[src/design/hgcd_pkg.sv]
// ----------------------------------------------------------------------------
// Height grid cell decoder package
// Shared payload types, register indexes, limits and float32 helpers.
// ----------------------------------------------------------------------------
package hgcd_pkg;

    localparam int MAX_CELLS = 65536;
    localparam int MAX_RUN   = 64;
    localparam int CNT_W     = 17;
    localparam int RUN_W     = 7;
    localparam int CFG_IDX_W = 3;
    localparam int CFG_DAT_W = 32;

    localparam logic [CFG_IDX_W-1:0] REG_CELL_FORMAT   = 3'd0;
    localparam logic [CFG_IDX_W-1:0] REG_ENCODING_MODE = 3'd1;
    localparam logic [CFG_IDX_W-1:0] REG_SCALE_BITS    = 3'd2;
    localparam logic [CFG_IDX_W-1:0] REG_OFFSET_BITS   = 3'd3;
    localparam logic [CFG_IDX_W-1:0] REG_TOTAL_CELLS   = 3'd4;

    localparam logic [1:0] ST_OK    = 2'd0;
    localparam logic [1:0] ST_OVER  = 2'd1;
    localparam logic [1:0] ST_SHORT = 2'd2;

    localparam logic [CNT_W-1:0] COUNT_MAX = {CNT_W{1'b1}};

    typedef struct packed {
        logic [31:0]      cell_word;
        logic [RUN_W-1:0] run_count;
        logic             final_item;
    } in_item_t;

    typedef struct packed {
        logic [31:0] height_bits;
        logic        cell_valid;
        logic        run_last;
        logic [1:0]  status;
    } out_item_t;

    // queue entry from front to back
    typedef struct packed {
        logic [31:0]      word;
        logic             scaled;
        logic [RUN_W-1:0] count;
        logic             final_item;
        logic [CNT_W-1:0] expect_cells;
    } job_t;

    typedef struct packed {
        logic               sign;
        logic signed [10:0] exp;
        logic [47:0]        mant;
        logic               zero;
        logic               inf;
        logic               nan;
    } fprod_t;

    // int16 to float32, exact
    function automatic logic [31:0] int16_to_f32(input logic [15:0] v);
        logic        s;
        logic [15:0] m;
        logic [4:0]  lz;
        logic [15:0] n;
        logic [31:0] r;
        s  = v[15];
        m  = s ? (~v + 16'd1) : v;
        lz = 5'd0;
        for (int i = 15; i >= 0; i--) begin
            if (m[i] && lz == 5'd0) lz = 5'(16 - i);
        end
        if (m == 16'd0) begin
            r = 32'd0;
        end else begin
            n = m << (lz - 5'd1);
            r = {s, 8'(127 + 16 - int'(lz)), n[14:0], 8'd0};
        end
        return r;
    endfunction

    // round a normalized magnitude with hidden bit at mant[47] and sticky
    function automatic logic [31:0] f32_pack(input logic s, input logic signed [10:0] e,
                                             input logic [47:0] mant);
        logic [49:0] m;
        logic signed [10:0] ee;
        logic [5:0]  sh;
        logic [24:0] q;
        logic        g;
        logic        st;
        logic [31:0] r;
        m  = {mant, 2'b00};
        ee = e;
        if (ee < 11'sd1) begin
            sh = (11'sd1 - ee > 11'sd40) ? 6'd40 : 6'(11'sd1 - ee);
            st = 1'b0;
            for (int i = 0; i < 50; i++) begin
                if (i < int'(sh) && m[i]) st = 1'b1;
            end
            m  = (m >> sh) | {49'd0, st};
            ee = 11'sd0;
        end
        q  = {1'b0, m[49:26]};
        g  = m[25];
        st = |m[24:0];
        if (g && (st || q[0])) q = q + 25'd1;
        if (q[24]) begin
            q  = q >> 1;
            ee = ee + 11'sd1;
        end else if (ee == 11'sd0 && q[23]) begin
            ee = 11'sd1;
        end
        if (ee >= 11'sd255) r = {s, 8'hFF, 23'd0};
        else                r = {s, ee[7:0], q[22:0]};
        return r;
    endfunction

    // stage 1 of multiply: unpack and multiply mantissas
    function automatic fprod_t f32_mul_raw(input logic [31:0] a, input logic [31:0] b);
        fprod_t p;
        logic [23:0] ma;
        logic [23:0] mb;
        logic signed [10:0] e;
        ma = {|a[30:23], a[22:0]};
        mb = {|b[30:23], b[22:0]};
        p.sign = a[31] ^ b[31];
        p.nan  = (&a[30:23] && |a[22:0]) || (&b[30:23] && |b[22:0]) ||
                 (&a[30:23] && b[30:0] == 31'd0) || (&b[30:23] && a[30:0] == 31'd0);
        p.inf  = &a[30:23] || &b[30:23];
        p.zero = (a[30:0] == 31'd0) || (b[30:0] == 31'd0);
        e = 11'(a[30:23] == 8'd0 ? 8'd1 : a[30:23]) + 11'(b[30:23] == 8'd0 ? 8'd1 : b[30:23])
            - 11'sd127;
        p.mant = ma * mb;
        p.exp  = e;
        return p;
    endfunction

endpackage

[src/design/height_grid_cell_decoder.sv]
// ----------------------------------------------------------------------------
// Height grid cell decoder
// Expands raw or run-length cell items into float32 heights with grid checks.
// ----------------------------------------------------------------------------
//  channel  | signals                          | transfer when
//  in       | in_valid, in_ready, in_item      | in_valid && in_ready
//  out      | out_valid, out_ready, out_item   | out_valid && out_ready
//  cfg      | cfg_we, cfg_idx, cfg_data        | cfg_we
//
//  A float32 cell goes straight from idle to emit in the back end; an int16
//  cell first passes through the multiply, product rounding and add steps.
//  In a run, one result leaves per cycle while out_ready holds; the result
//  register and the one-entry job queue let the front take the next item
//  meanwhile. Reset restores register defaults and clears the cell counter.
module height_grid_cell_decoder
(
    input  logic                           clk,
    input  logic                           rst_n,
    input  logic                           in_valid,
    output logic                           in_ready,
    input  hgcd_pkg::in_item_t             in_item,
    output logic                           out_valid,
    input  logic                           out_ready,
    output hgcd_pkg::out_item_t            out_item,
    input  logic                           cfg_we,
    input  logic [hgcd_pkg::CFG_IDX_W-1:0] cfg_idx,
    input  logic [hgcd_pkg::CFG_DAT_W-1:0] cfg_data
);

    logic           job_valid;
    logic           job_ready;
    hgcd_pkg::job_t job;
    logic [31:0]    scale_bits;
    logic [31:0]    offset_bits;

    hgcd_front u_front
    (
        .clk         (clk),
        .rst_n       (rst_n),
        .in_valid    (in_valid),
        .in_ready    (in_ready),
        .in_item     (in_item),
        .cfg_we      (cfg_we),
        .cfg_idx     (cfg_idx),
        .cfg_data    (cfg_data),
        .scale_bits  (scale_bits),
        .offset_bits (offset_bits),
        .job_valid   (job_valid),
        .job_ready   (job_ready),
        .job         (job)
    );

    hgcd_back u_back
    (
        .clk         (clk),
        .rst_n       (rst_n),
        .job_valid   (job_valid),
        .job_ready   (job_ready),
        .job         (job),
        .scale_bits  (scale_bits),
        .offset_bits (offset_bits),
        .out_valid   (out_valid),
        .out_ready   (out_ready),
        .out_item    (out_item)
    );

    a_status_range: assert property (@(posedge clk) disable iff (!rst_n)
        out_valid |-> out_item.status <= hgcd_pkg::ST_SHORT)
        else $error("status code out of range");

    a_status_only_last: assert property (@(posedge clk) disable iff (!rst_n)
        (out_valid && !out_item.cell_valid) |-> out_item.run_last)
        else $error("status-only result without run_last");

    a_status_only_zero: assert property (@(posedge clk) disable iff (!rst_n)
        (out_valid && !out_item.cell_valid) |-> out_item.height_bits == 32'd0)
        else $error("status-only result carries height");

endmodule

[src/design/hgcd_front.sv]
// ----------------------------------------------------------------------------
// Height grid cell decoder front end
// Accepts input items, resolves count and cell kind, and pushes jobs.
// ----------------------------------------------------------------------------
module hgcd_front
(
    input  logic                     clk,
    input  logic                     rst_n,
    input  logic                     in_valid,
    output logic                     in_ready,
    input  hgcd_pkg::in_item_t       in_item,
    input  logic                     cfg_we,
    input  logic [hgcd_pkg::CFG_IDX_W-1:0] cfg_idx,
    input  logic [hgcd_pkg::CFG_DAT_W-1:0] cfg_data,
    output logic [31:0]              scale_bits,
    output logic [31:0]              offset_bits,
    output logic                     job_valid,
    input  logic                     job_ready,
    output hgcd_pkg::job_t           job
);

    logic                         cell_format_reg;
    logic                         encoding_mode_reg;
    logic [31:0]                  scale_reg;
    logic [31:0]                  offset_reg;
    logic [hgcd_pkg::CNT_W-1:0]   total_reg;
    logic                         full_reg;
    hgcd_pkg::job_t               job_reg;
    hgcd_pkg::job_t               job_next;

    always_ff @(posedge clk or negedge rst_n)
    begin
        if (!rst_n)
        begin
            cell_format_reg   <= 1'b0;
            encoding_mode_reg <= 1'b0;
            scale_reg         <= 32'h3F80_0000;
            offset_reg        <= 32'd0;
            total_reg         <= hgcd_pkg::CNT_W'(hgcd_pkg::MAX_CELLS);
        end
        else if (cfg_we)
        begin
            case (cfg_idx)
                hgcd_pkg::REG_CELL_FORMAT:   cell_format_reg   <= cfg_data[0];
                hgcd_pkg::REG_ENCODING_MODE: encoding_mode_reg <= cfg_data[0];
                hgcd_pkg::REG_SCALE_BITS:    scale_reg         <= cfg_data;
                hgcd_pkg::REG_OFFSET_BITS:   offset_reg        <= cfg_data;
                hgcd_pkg::REG_TOTAL_CELLS:   total_reg         <= cfg_data[hgcd_pkg::CNT_W-1:0];
                default: ;
            endcase
        end
    end

    always_comb
    begin
        job_next.word       = in_item.cell_word;
        job_next.scaled     = cell_format_reg;
        job_next.final_item = in_item.final_item;
        if (!encoding_mode_reg)
            job_next.count = hgcd_pkg::RUN_W'(1);
        else if (in_item.run_count > hgcd_pkg::RUN_W'(hgcd_pkg::MAX_RUN))
            job_next.count = hgcd_pkg::RUN_W'(hgcd_pkg::MAX_RUN);
        else
            job_next.count = in_item.run_count;
        if (total_reg > hgcd_pkg::CNT_W'(hgcd_pkg::MAX_CELLS))
            job_next.expect_cells = hgcd_pkg::CNT_W'(hgcd_pkg::MAX_CELLS);
        else
            job_next.expect_cells = total_reg;
    end

    assign in_ready = !full_reg || job_ready;

    always_ff @(posedge clk or negedge rst_n)
    begin
        if (!rst_n)
            full_reg <= 1'b0;
        else if (in_valid && in_ready)
            full_reg <= 1'b1;
        else if (job_ready)
            full_reg <= 1'b0;
    end

    always_ff @(posedge clk)
    begin
        if (in_valid && in_ready)
            job_reg <= job_next;
    end

    assign job_valid   = full_reg;
    assign job         = job_reg;
    assign scale_bits  = scale_reg;
    assign offset_bits = offset_reg;

endmodule

[src/design/hgcd_back.sv]
// ----------------------------------------------------------------------------
// Height grid cell decoder back end
// Decodes a cell (multiply-add if scaled int16) and emits its run.
// ----------------------------------------------------------------------------
module hgcd_back
(
    input  logic                   clk,
    input  logic                   rst_n,
    input  logic                   job_valid,
    output logic                   job_ready,
    input  hgcd_pkg::job_t         job,
    input  logic [31:0]            scale_bits,
    input  logic [31:0]            offset_bits,
    output logic                   out_valid,
    input  logic                   out_ready,
    output hgcd_pkg::out_item_t    out_item
);

    typedef enum logic [2:0] { S_IDLE, S_MUL, S_RND, S_ADD, S_EMIT } state_t;

    state_t                       state_reg;
    hgcd_pkg::job_t               job_reg;
    logic [31:0]                  a_reg;
    logic [31:0]                  height_reg;
    hgcd_pkg::fprod_t             prod_reg;
    logic [hgcd_pkg::RUN_W-1:0]   left_reg;
    logic [hgcd_pkg::CNT_W-1:0]   cnt_reg;
    logic                         ovf_reg;
    logic                         out_valid_reg;
    hgcd_pkg::out_item_t          out_reg;

    logic [31:0]                  prod_bits;
    logic [31:0]                  sum_bits;
    logic                         excess;
    logic                         last;
    logic [hgcd_pkg::CNT_W-1:0]   cnt_inc;
    logic                         out_free;
    logic                         emit;

    // round the product
    always_comb
    begin
        logic [47:0]        m;
        logic signed [10:0] e;
        logic [5:0]         sh;
        logic               hit;
        m   = prod_reg.mant;
        e   = prod_reg.exp + 11'sd1;
        sh  = 6'd0;
        hit = 1'b0;
        for (int i = 47; i >= 0; i--) begin
            if (m[i] && !hit) begin
                sh  = 6'(47 - i);
                hit = 1'b1;
            end
        end
        m = m << sh;
        e = e - 11'(sh);
        if (prod_reg.nan)
            prod_bits = (&scale_bits[30:23] && |scale_bits[22:0]) ?
                        (scale_bits | 32'h0040_0000) : 32'hFFC0_0000;
        else if (prod_reg.inf)  prod_bits = {prod_reg.sign, 8'hFF, 23'd0};
        else if (prod_reg.zero || m == 48'd0) prod_bits = {prod_reg.sign, 31'd0};
        else                    prod_bits = hgcd_pkg::f32_pack(prod_reg.sign, e, m);
    end

    // float32 add of a_reg and offset
    always_comb
    begin
        logic [31:0] x;
        logic [31:0] y;
        logic [7:0]  ex;
        logic [7:0]  ey;
        logic [7:0]  d;
        logic [50:0] mx;
        logic [50:0] my;
        logic [50:0] ms;
        logic        st;
        logic signed [10:0] e;
        logic [5:0]  lz;
        logic [47:0] nm;
        if (a_reg[30:0] >= offset_bits[30:0]) begin x = a_reg; y = offset_bits; end
        else begin x = offset_bits; y = a_reg; end
        ex = (x[30:23] == 8'd0) ? 8'd1 : x[30:23];
        ey = (y[30:23] == 8'd0) ? 8'd1 : y[30:23];
        d  = ex - ey;
        mx = {1'b0, |x[30:23], x[22:0], 26'd0};
        my = {1'b0, |y[30:23], y[22:0], 26'd0};
        st = 1'b0;
        if (d > 8'd50) begin
            st = |my;
            my = 51'd0;
        end else begin
            for (int i = 0; i < 51; i++) begin
                if (i < int'(d) && my[i]) st = 1'b1;
            end
            my = my >> d;
        end
        my[0] = my[0] | st;
        if (x[31] == y[31]) ms = mx + my;
        else                ms = mx - my;
        lz = 6'd0;
        for (int i = 50; i >= 0; i--) begin
            if (ms[i] && lz == 6'd0) lz = 6'(51 - i);
        end
        e  = 11'(ex) + 11'sd2 - 11'(lz);
        nm = 48'(({ms, 1'b0} << (lz - 6'd1)) >> 4);
        nm[0] = nm[0] | |(({ms, 1'b0} << (lz - 6'd1)) & 52'hF);
        if (&a_reg[30:23] && |a_reg[22:0])     sum_bits = a_reg | 32'h0040_0000;
        else if (&offset_bits[30:23] && |offset_bits[22:0])
            sum_bits = offset_bits | 32'h0040_0000;
        else if (&x[30:23] && &y[30:23] && x[31] != y[31]) sum_bits = 32'hFFC0_0000;
        else if (&x[30:23])                    sum_bits = x;
        else if (ms == 51'd0)
            sum_bits = {x[31] & y[31], 31'd0};
        else                                   sum_bits = hgcd_pkg::f32_pack(x[31], e, nm);
    end

    assign last     = (left_reg == hgcd_pkg::RUN_W'(1));
    assign excess   = cnt_reg >= job_reg.expect_cells;
    assign cnt_inc  = (cnt_reg != hgcd_pkg::COUNT_MAX) ? cnt_reg + 1'b1 : cnt_reg;
    assign out_free = !out_valid_reg || out_ready;
    assign job_ready = (state_reg == S_IDLE) && out_free;
    assign emit     = (state_reg == S_EMIT) && out_free &&
                      ((left_reg != '0) || job_reg.final_item);

    always_ff @(posedge clk or negedge rst_n)
    begin
        if (!rst_n)
        begin
            state_reg     <= S_IDLE;
            cnt_reg       <= '0;
            ovf_reg       <= 1'b0;
            out_valid_reg <= 1'b0;
        end
        else
        begin
            if (emit)
                out_valid_reg <= 1'b1;
            else if (out_ready)
                out_valid_reg <= 1'b0;
            case (state_reg)
                S_IDLE:
                begin
                    if (job_valid && job_ready)
                    begin
                        job_reg  <= job;
                        left_reg <= job.count;
                        a_reg    <= hgcd_pkg::int16_to_f32(job.word[15:0]);
                        if (job.scaled)
                            state_reg <= S_MUL;
                        else
                        begin
                            height_reg <= job.word;
                            state_reg  <= S_EMIT;
                        end
                    end
                end
                S_MUL:
                begin
                    prod_reg  <= hgcd_pkg::f32_mul_raw(a_reg, scale_bits);
                    state_reg <= S_RND;
                end
                S_RND:
                begin
                    a_reg     <= prod_bits;
                    state_reg <= S_ADD;
                end
                S_ADD:
                begin
                    height_reg <= sum_bits;
                    state_reg  <= S_EMIT;
                end
                S_EMIT:
                begin
                    if (out_free)
                    begin
                        if (left_reg == '0)
                        begin
                            if (job_reg.final_item)
                            begin
                                out_reg.height_bits <= 32'd0;
                                out_reg.cell_valid  <= 1'b0;
                                out_reg.run_last    <= 1'b1;
                                out_reg.status <= (cnt_reg < job_reg.expect_cells) ?
                                    hgcd_pkg::ST_SHORT :
                                    (ovf_reg ? hgcd_pkg::ST_OVER : hgcd_pkg::ST_OK);
                                cnt_reg <= '0;
                                ovf_reg <= 1'b0;
                            end
                            state_reg <= S_IDLE;
                        end
                        else
                        begin
                            out_reg.height_bits <= height_reg;
                            out_reg.cell_valid  <= 1'b1;
                            out_reg.run_last    <= last;
                            out_reg.status <= (last && job_reg.final_item) ?
                                ((cnt_inc < job_reg.expect_cells) ? hgcd_pkg::ST_SHORT :
                                 ((ovf_reg || excess) ? hgcd_pkg::ST_OVER
                                                      : hgcd_pkg::ST_OK)) :
                                (excess ? hgcd_pkg::ST_OVER : hgcd_pkg::ST_OK);
                            left_reg <= left_reg - 1'b1;
                            if (last && job_reg.final_item)
                            begin
                                cnt_reg <= '0;
                                ovf_reg <= 1'b0;
                            end
                            else
                            begin
                                cnt_reg <= cnt_inc;
                                ovf_reg <= ovf_reg | excess;
                            end
                            if (last)
                                state_reg <= S_IDLE;
                        end
                    end
                end
                default: state_reg <= S_IDLE;
            endcase
        end
    end

    assign out_valid = out_valid_reg;
    assign out_item  = out_reg;

endmodule

[config.mk]
export PLATFORM = sky130hd
export DESIGN_NAME = height_grid_cell_decoder
export DESIGN_NICKNAME = d
export VERILOG_FILES = /design/src/design/hgcd_pkg.sv /design/src/design/height_grid_cell_decoder.sv /design/src/design/hgcd_front.sv /design/src/design/hgcd_back.sv
export SDC_FILE = /design/constraint.sdc
export NUM_CORES = 2
export LEC_CHECK = 0
export BUFFER_PORTS_ARGS = -buffer_cell sky130_fd_sc_hd__buf_2
export CAP_MARGIN = 10
export CORE_ASPECT_RATIO = 0.7
export CORE_UTILIZATION = 35
export CTS_BUF_LIST = sky130_fd_sc_hd__clkbuf_4
export CTS_CLUSTER_SIZE = 8
export DETAILED_ROUTE_END_ITERATION = 8
export GPL_TIMING_DRIVEN = 1
export PLACE_DENSITY_LB_ADDON = 0.25
export SYNTH_ARGS = -nofsm -noshare
export SYNTH_HDL_FRONTEND = slang
export SYNTH_SLANG_ARGS = --single-unit
[constraint.sdc]
create_clock -name clk -period 41.9 [get_ports clk]
set_input_delay 8.38 -clock clk [delete_from_list [all_inputs] [get_ports clk]]
set_output_delay 8.38 -clock clk [all_outputs]
set_load 0.05 [all_outputs]
# Word-level counts from Yosys, hierarchy flattened
# Cells that the tools add are included.
[classes]
shifts = 6
mux = 426
multipliers = 1
add_sub_neg = 21
n_reduce_logical = 425
n_eq_ne = 18
n_bitwise = 9
order_cmp = 133
[ops]
columns = ["operator", "n"]
rows = [
  ["50-bit two-way mux", 10],
  ["32-bit two-way mux", 13],
  ["6-bit two-way mux", 68],
  ["5-bit two-way mux", 63],
  ["6-bit zero test", 50],
  ["25-bit two-way mux", 10],
  ["1-bit logical AND", 249],
  ["11-bit two-way mux", 22],
  ["6-bit < comparator, first input constant", 36],
  ["5-bit by 6-bit < comparator with 1-bit output, first input constant", 32],
  ["1-bit two-way mux", 191],
  ["6-bit by 8-bit < comparator with 1-bit output, first input constant", 18],
  ["32-bit case mux with 2 select lines", 2],
  ["31-bit two-way mux", 4],
  ["51-bit two-way mux", 2],
  ["50-bit by 1-bit OR with 50-bit output", 2],
  ["50-bit by 6-bit right shift with 50-bit output", 2],
  ["4-bit by 6-bit < comparator with 1-bit output, first input constant", 16],
  ["5-bit zero test", 15],
  ["36-bit two-way mux", 2],
  ["23-bit OR reduction", 3],
  ["17-bit two-way mux", 4],
  ["31-bit zero test", 2],
  ["52-bit by 6-bit << shifter with 52-bit output", 1],
  ["other kinds (77)", 222],
]
[word_totals]
reg_bits = 352
wordCells = 1070
output_inout_bits = 38
in_bits = 80

# Longest topological paths before layout
[logic_depth]
depth_word = 278
mapped_depth = 113
mapped_depth_nobuf = 95

# Hierarchy
# A second synthesis with hierarchy kept.
[unflattened]
cells_unflattened = 8399
area_unflattened_um2 = 66606.4
[by_module_without_submodules]
columns = ["module", "n_inst", "cells_per_inst", "area_per_inst_um2"]
rows = [
  ["hgcd_back", 1, 8125, 61327.6],
  ["hgcd_front", 1, 274, 5278.8],
]

# Worst setup path after synthesis
# OpenSTA, ideal clock, no wires.
[synth_timing]
kind = "flip-flop to flip-flop"
startpoint = "register u_front.offset_reg[2] (netlist: u_front.offset_bits[2])"
endpoint = "register u_back.height_reg[0], data pin"
path_slack_ns = 20.153
stages_incl_launch_ff = 100
synth_period_minus_slack_ns = 21.747
t_arrival_ns = 21.472
cell_sequence = "dfrtp_1 -> inv_1 -> ha_1 -> a21oi_1 -> a21oi_1 -> o31a_1 -> o21a_2 -> buf_6 -> nor2_2 -> buf_2 -> buf_2 -> clkbuf_1 -> nor2_1 -> a21oi_1 -> nand2_1 -> or4_1 -> nor2b_1 -> ha_1 -> [64 not listed] -> clkbuf_1 -> or2_2 -> clkbuf_1 -> nor2_1 -> nand3_1 -> o21a_1 -> a2111oi_1 -> o211ai_1 -> a21oi_1 -> nor2_1 -> or4_1 -> o41a_1 -> nor3_1 -> nand2b_1 -> mux2_2 -> mux2_1 -> nand3_1 -> a221oi_1"
[synth_between]
elab_chain_len = 278
word_cells_on_any_way = 454
cone_classes = "9 x add/sub; 77 x order compare; 2 x eq/ne; 3 x shift; 170 x mux; 3 x bitwise; 190 x reduce/logical"
[synth_rtl]
columns = ["element", "line_no", "text"]
rows = [
  ["start: declaration", "hgcd_front.sv:25", "logic [31:0] offset_reg;"],
  ["start signal: assignment", "hgcd_front.sv:47", "hgcd_pkg::REG_OFFSET_BITS: offset_reg <= cfg_data;"],
  ["31-bit greater-or-equal comparator", "hgcd_back.sv:82", "if (a_reg[30:0] >= offset_bits[30:0]) begin x = a_reg; y = offset_bits; end"],
  ["32-bit two-way mux", "hgcd_back.sv:82", ""],
  ["8-bit zero test, on equally long branches", "hgcd_back.sv:84, hgcd_back.sv:85", ""],
  ["8-bit two-way mux, on equally long branches", "hgcd_back.sv:84, hgcd_back.sv:85", ""],
  ["8-bit subtractor", "hgcd_back.sv:86", "d = ex - ey;"],
  ["5-bit by 8-bit < comparator with 1-bit output", "hgcd_back.sv:95", "if (i < int'(d) && my[i]) st = 1'b1;"],
  ["1-bit logical AND", "hgcd_back.sv:95", ""],
  ["1-bit two-way mux (24 in series)", "hgcd_back.sv:95", ""],
  ["[239 not listed]", "--", ""],
  ["11-bit by 9-bit greater-or-equal comparator with 1-bit output", "hgcd_pkg.sv:110", "if (ee >= 11'sd255) r = {s, 8'hFF, 23'd0};"],
  ["31-bit two-way mux", "hgcd_pkg.sv:110", ""],
  ["32-bit two-way mux", "hgcd_back.sv:114", "else if (ms == 51'd0)"],
  ["32-bit two-way mux", "hgcd_back.sv:113", "else if (&x[30:23]) sum_bits = x;"],
  ["32-bit two-way mux", "hgcd_back.sv:112", "else if (&x[30:23] && &y[30:23] && x[31] != y[31]) sum_bits = 32'hFFC0_0000;"],
  ["32-bit two-way mux (*)", "hgcd_back.sv:110", "else if (&offset_bits[30:23] && |offset_bits[22:0])"],
  ["32-bit two-way mux (*)", "hgcd_back.sv:109", "if (&a_reg[30:23] && |a_reg[22:0]) sum_bits = a_reg | 32'h0040_0000;"],
  ["32-bit case mux with 2 select lines (*)", "hgcd_back.sv:142", "case (state_reg)"],
  ["end signal: assignment", "hgcd_back.sv:154", "height_reg <= job.word;"],
  ["end signal: assignment", "hgcd_back.sv:171", "height_reg <= sum_bits;"],
  ["end: declaration", "hgcd_back.sv:24", "logic [31:0] height_reg;"],
]
# Every way passes the cells marked *; elsewhere a longest branch is shown, timed or not. The select of a mux whose other input is x is not followed.
# A chain may end at the register's enable or synchronous reset.

# Worst setup path after layout
[layout_timing]
startpoint = "register u_front.offset_reg[18] (netlist: u_front.offset_bits[18])"
endpoint = "register u_back.height_reg[10], data pin"
# The elaborated chain is that of the path after synthesis.

==> flow_metrics.tcl <==
set metrics [dict create \
    ys_seq_elements 352 \
    drc 57 \
    r2r_slack_ns 11.06 \
    coreArea_mm2 0.185 \
    maxCapViolCount 0 \
    clk_path_buf_depth 3 \
    synth-seq-area-share 0.154 \
    r2r-start "u_front.offset_bits[18]$_DFFE_PN0P_" \
    clock_skew_ns 0.125 \
    htreeDepth 3 \
    synth_edf_count 246 \
    clock_latency_ns 1.03 \
    syn_inst 8379 \
    critPathSlowestCell "xnor2_1" \
    failed_checks "DRC" \
    path_common_cell "nor2_1" \
    cts_made_buffers 92 \
    ant_nets 0 \
    cts_root_buf "clkbuf_4" \
    hold_path_depth 0 \
    period_share 0.736 \
    crit_type "reg -> reg" \
    cts.sinks 352 \
    largest_reg_flops 63 \
    vias_per_cell 6.41 \
    routedWlPerCell_um 30.7 \
    worst_pin_slew_ns 1.39 \
    timing.rr.end "u_back.height_reg[10]$_DFFE_PP_" \
    max_freq_ghz 0.0324 \
    num_rows 132 \
    met2_usage 0.430 \
    die_x_um 519 \
    hpwl_um 262000 \
    netlist_area_mm2 0.0655 \
    yosysWarnings 0 \
    cp-startpoint "u_front.offset_bits[18]$_DFFE_PN0P_" \
    antenna_found_initial 23 \
    io_buffers 117 \
    hold_class "reg -> reg" \
    path_max_fanout 46 \
    ios 118 \
    busiest_layer "met1" \
    startpoint_type "register" \
    clkTransAtPathRegs_ns 0.08 \
    cpPeakStageDelay_ns 0.92 \
    num-fill-cells 19500 \
    use_met3 0.119 \
    synthDistinctLibCells 133 \
    syn_nets 9292 \
    track_usage 0.342 \
    ctsHoldBuffers 0 \
    crit_path_end_kind "register" \
    drive_above_1_share 0.101 \
    fin_nets 9199 \
    overflow 0 \
    die-height_um 364 \
    routed_wl_um 333000 \
    cts_tree "built" \
    async_flop_share 0.301 \
    post-cts-setup-buffers 0 \
    cts_resized 0 \
    vias 69600 \
    drv_slew 0 \
    crit_required_ns 42.66 \
    rr_worst_depth 86 \
    post-route-min-period_ns 30.84 \
    gp_congestion 1.03 \
    grt_pass1_wl_um 475000 \
    die_area_mm2 0.189 \
    firstDrtPassIters 9 \
    slew_headroom 0.0624 \
    outcome "complete, but fails checks" \
    grtUsageMet1 0.536 \
    fin_tns_setup_ns 0 \
    crit_end "u_back.height_reg[10]$_DFFE_PP_" \
    drt-initial-drc-count 10100 \
    grt_max_degree 65 \
    area.growth.synth_to_final_pct 7.17 \
    hold_viol 0 \
    rsz0062_at_grt "no" \
    synth_flop_cell "edfxtp_1" \
    start_util 0.353 \
    crit_arrival_ns 31.60 \
    setup_viol 0 \
    syn_area_per_cell_um2 7.81 \
    first_global_vias 64700 \
]
## layout make-up
class / instances / area [um^2] / area share
timing repair buffer: 348 / 2320 / 0.0331
sequential: 352 / 10100 / 0.143
multi-input combinational: 6755 / 50600 / 0.722
tap: 2479 / 3100 / 0.0442
inverter: 737 / 2770 / 0.0394
clock inverter: 32 / 190 / 0.00271
antenna: 19 / 47.5 / 0.000678
clock buffer: 136 / 1020 / 0.0146
## synthesized netlist by cell type (all sizes together) (55+ instances only)
cell | number | area, um^2
a211oi | 102 | 781
a21o | 79 | 593
a21oi | 496 | 2500
a22oi | 59 | 443
a31oi | 114 | 726
and2 | 314 | 1960
and3 | 66 | 413
buf | 127 | 691
clkbuf | 408 | 1530
dfrtp | 98 | 2450
edfxtp | 246 | 7390
fa | 487 | 9750
ha | 346 | 4330
inv | 734 | 2760
mux2 | 145 | 1640
mux2i | 273 | 2730
nand2 | 1045 | 3930
nand3 | 211 | 1070
nand4 | 101 | 651
nor2 | 663 | 2490
nor2b | 55 | 344
nor3 | 221 | 1150
nor4 | 105 | 742
o211ai | 90 | 676
o21ai | 446 | 2240
o21bai | 72 | 541
o22ai | 96 | 619
o31ai | 69 | 561
or3 | 75 | 474
xnor2 | 149 | 1330
xor2 | 74 | 663
## layer usage
metal / routed length (um) / part of all wire / vias up
met1: 158000 / 0.48 / 34700
li1: - / - / 29800
met4: 7160 / 0.021 / 14
met2: 120000 / 0.36 / 4642
met3: 47200 / 0.14 / 449
met5: 82 / 0.00025 / -
## cells in the final DEF, fill, tap and decap left out, types with 99 or more instances in the layout
cell type | synthesis | layout
xnor2_1 | 146 | 143
mux2i_1 | 273 | 273
fa_1 | 487 | 486
nor2_1 | 661 | 651
a211oi_1 | 99 | 99
nor3_1 | 214 | 211
ha_1 | 346 | 343
a21oi_1 | 492 | 491
inv_1 | 732 | 732
buf_4 | 19 | 231
mux2_2 | 142 | 142
nand2_1 | 1042 | 1039
edfxtp_1 | 246 | 246
a31oi_1 | 112 | 111
buf_2 | 60 | 117
and2_1 | 312 | 309
o21ai_0 | 405 | 391
nand3_1 | 210 | 209
clkbuf_4 | 0 | 136
## cells by family (layout without fill, tap and decap cells)
family          count (synthesis)  in the layout  share of synthesized area
compound gates               2196           2196                      0.228
xor+xnor                      223            223                     0.0304
fa+ha+maj                     833            833                      0.215
buf+inv                      1272           1253                     0.0762
flops                         352            352                      0.154
mux                           425            425                     0.0692
other cells                     0             19                          0
simple gates                 3078           3078                      0.228
## critical path: cells and delay by family, from the launching register on
family                     cells  cell delay, ns
muxes                          3            1.88
adders and majority gates      4            1.99
xor gates and xnor gates       2            1.57
DFF                            1            0.70
AOI/OAI and AO/OA             32            9.98
buffers and inverters          6            1.89
and+or+nand+nor               39           12.38
## metrics by stage
stage / cell area [um^2] / hold WS [ns] / worst slack, ns / util / cells
CTS: 70100 / 0.420 / 12.49 / 0.378 / 10800
global placement: 68900 / 0.402 / 12.70 / 0.372 / 10700
global route: 70100 / 0.426 / 9.96 / 0.378 / 10800
floorplan: 65500 / 0.400 / 20.15 / - / 8379
detailed placement: 68900 / 0.405 / 12.54 / 0.372 / 10700
finish: 70100 / 0.419 / 11.06 / 0.379 / 10900
## worst min path at each step
stage / from / end
global route: u_front.job[13]$_SDFFCE_PN0P_ / u_back.job_reg[13]$_DFFE_PP_
global placement: u_front.job[6]$_SDFFCE_PN0P_ / u_back.job_reg[6]$_DFFE_PP_
CTS: u_front.job[13]$_SDFFCE_PN0P_ / u_back.job_reg[13]$_DFFE_PP_
floorplan: u_front.job[0]$_SDFFCE_PN0P_ / u_back.job_reg[0]$_DFFE_PP_
detailed placement: u_front.job[13]$_SDFFCE_PN0P_ / u_back.job_reg[13]$_DFFE_PP_
finish: u_front.job[5]$_SDFFCE_PN0P_ / u_back.job_reg[5]$_DFFE_PP_
Power is left out: the tool's default activity adds up to more than one toggle a clock period on the data nets, which glitch-free logic cannot reach.
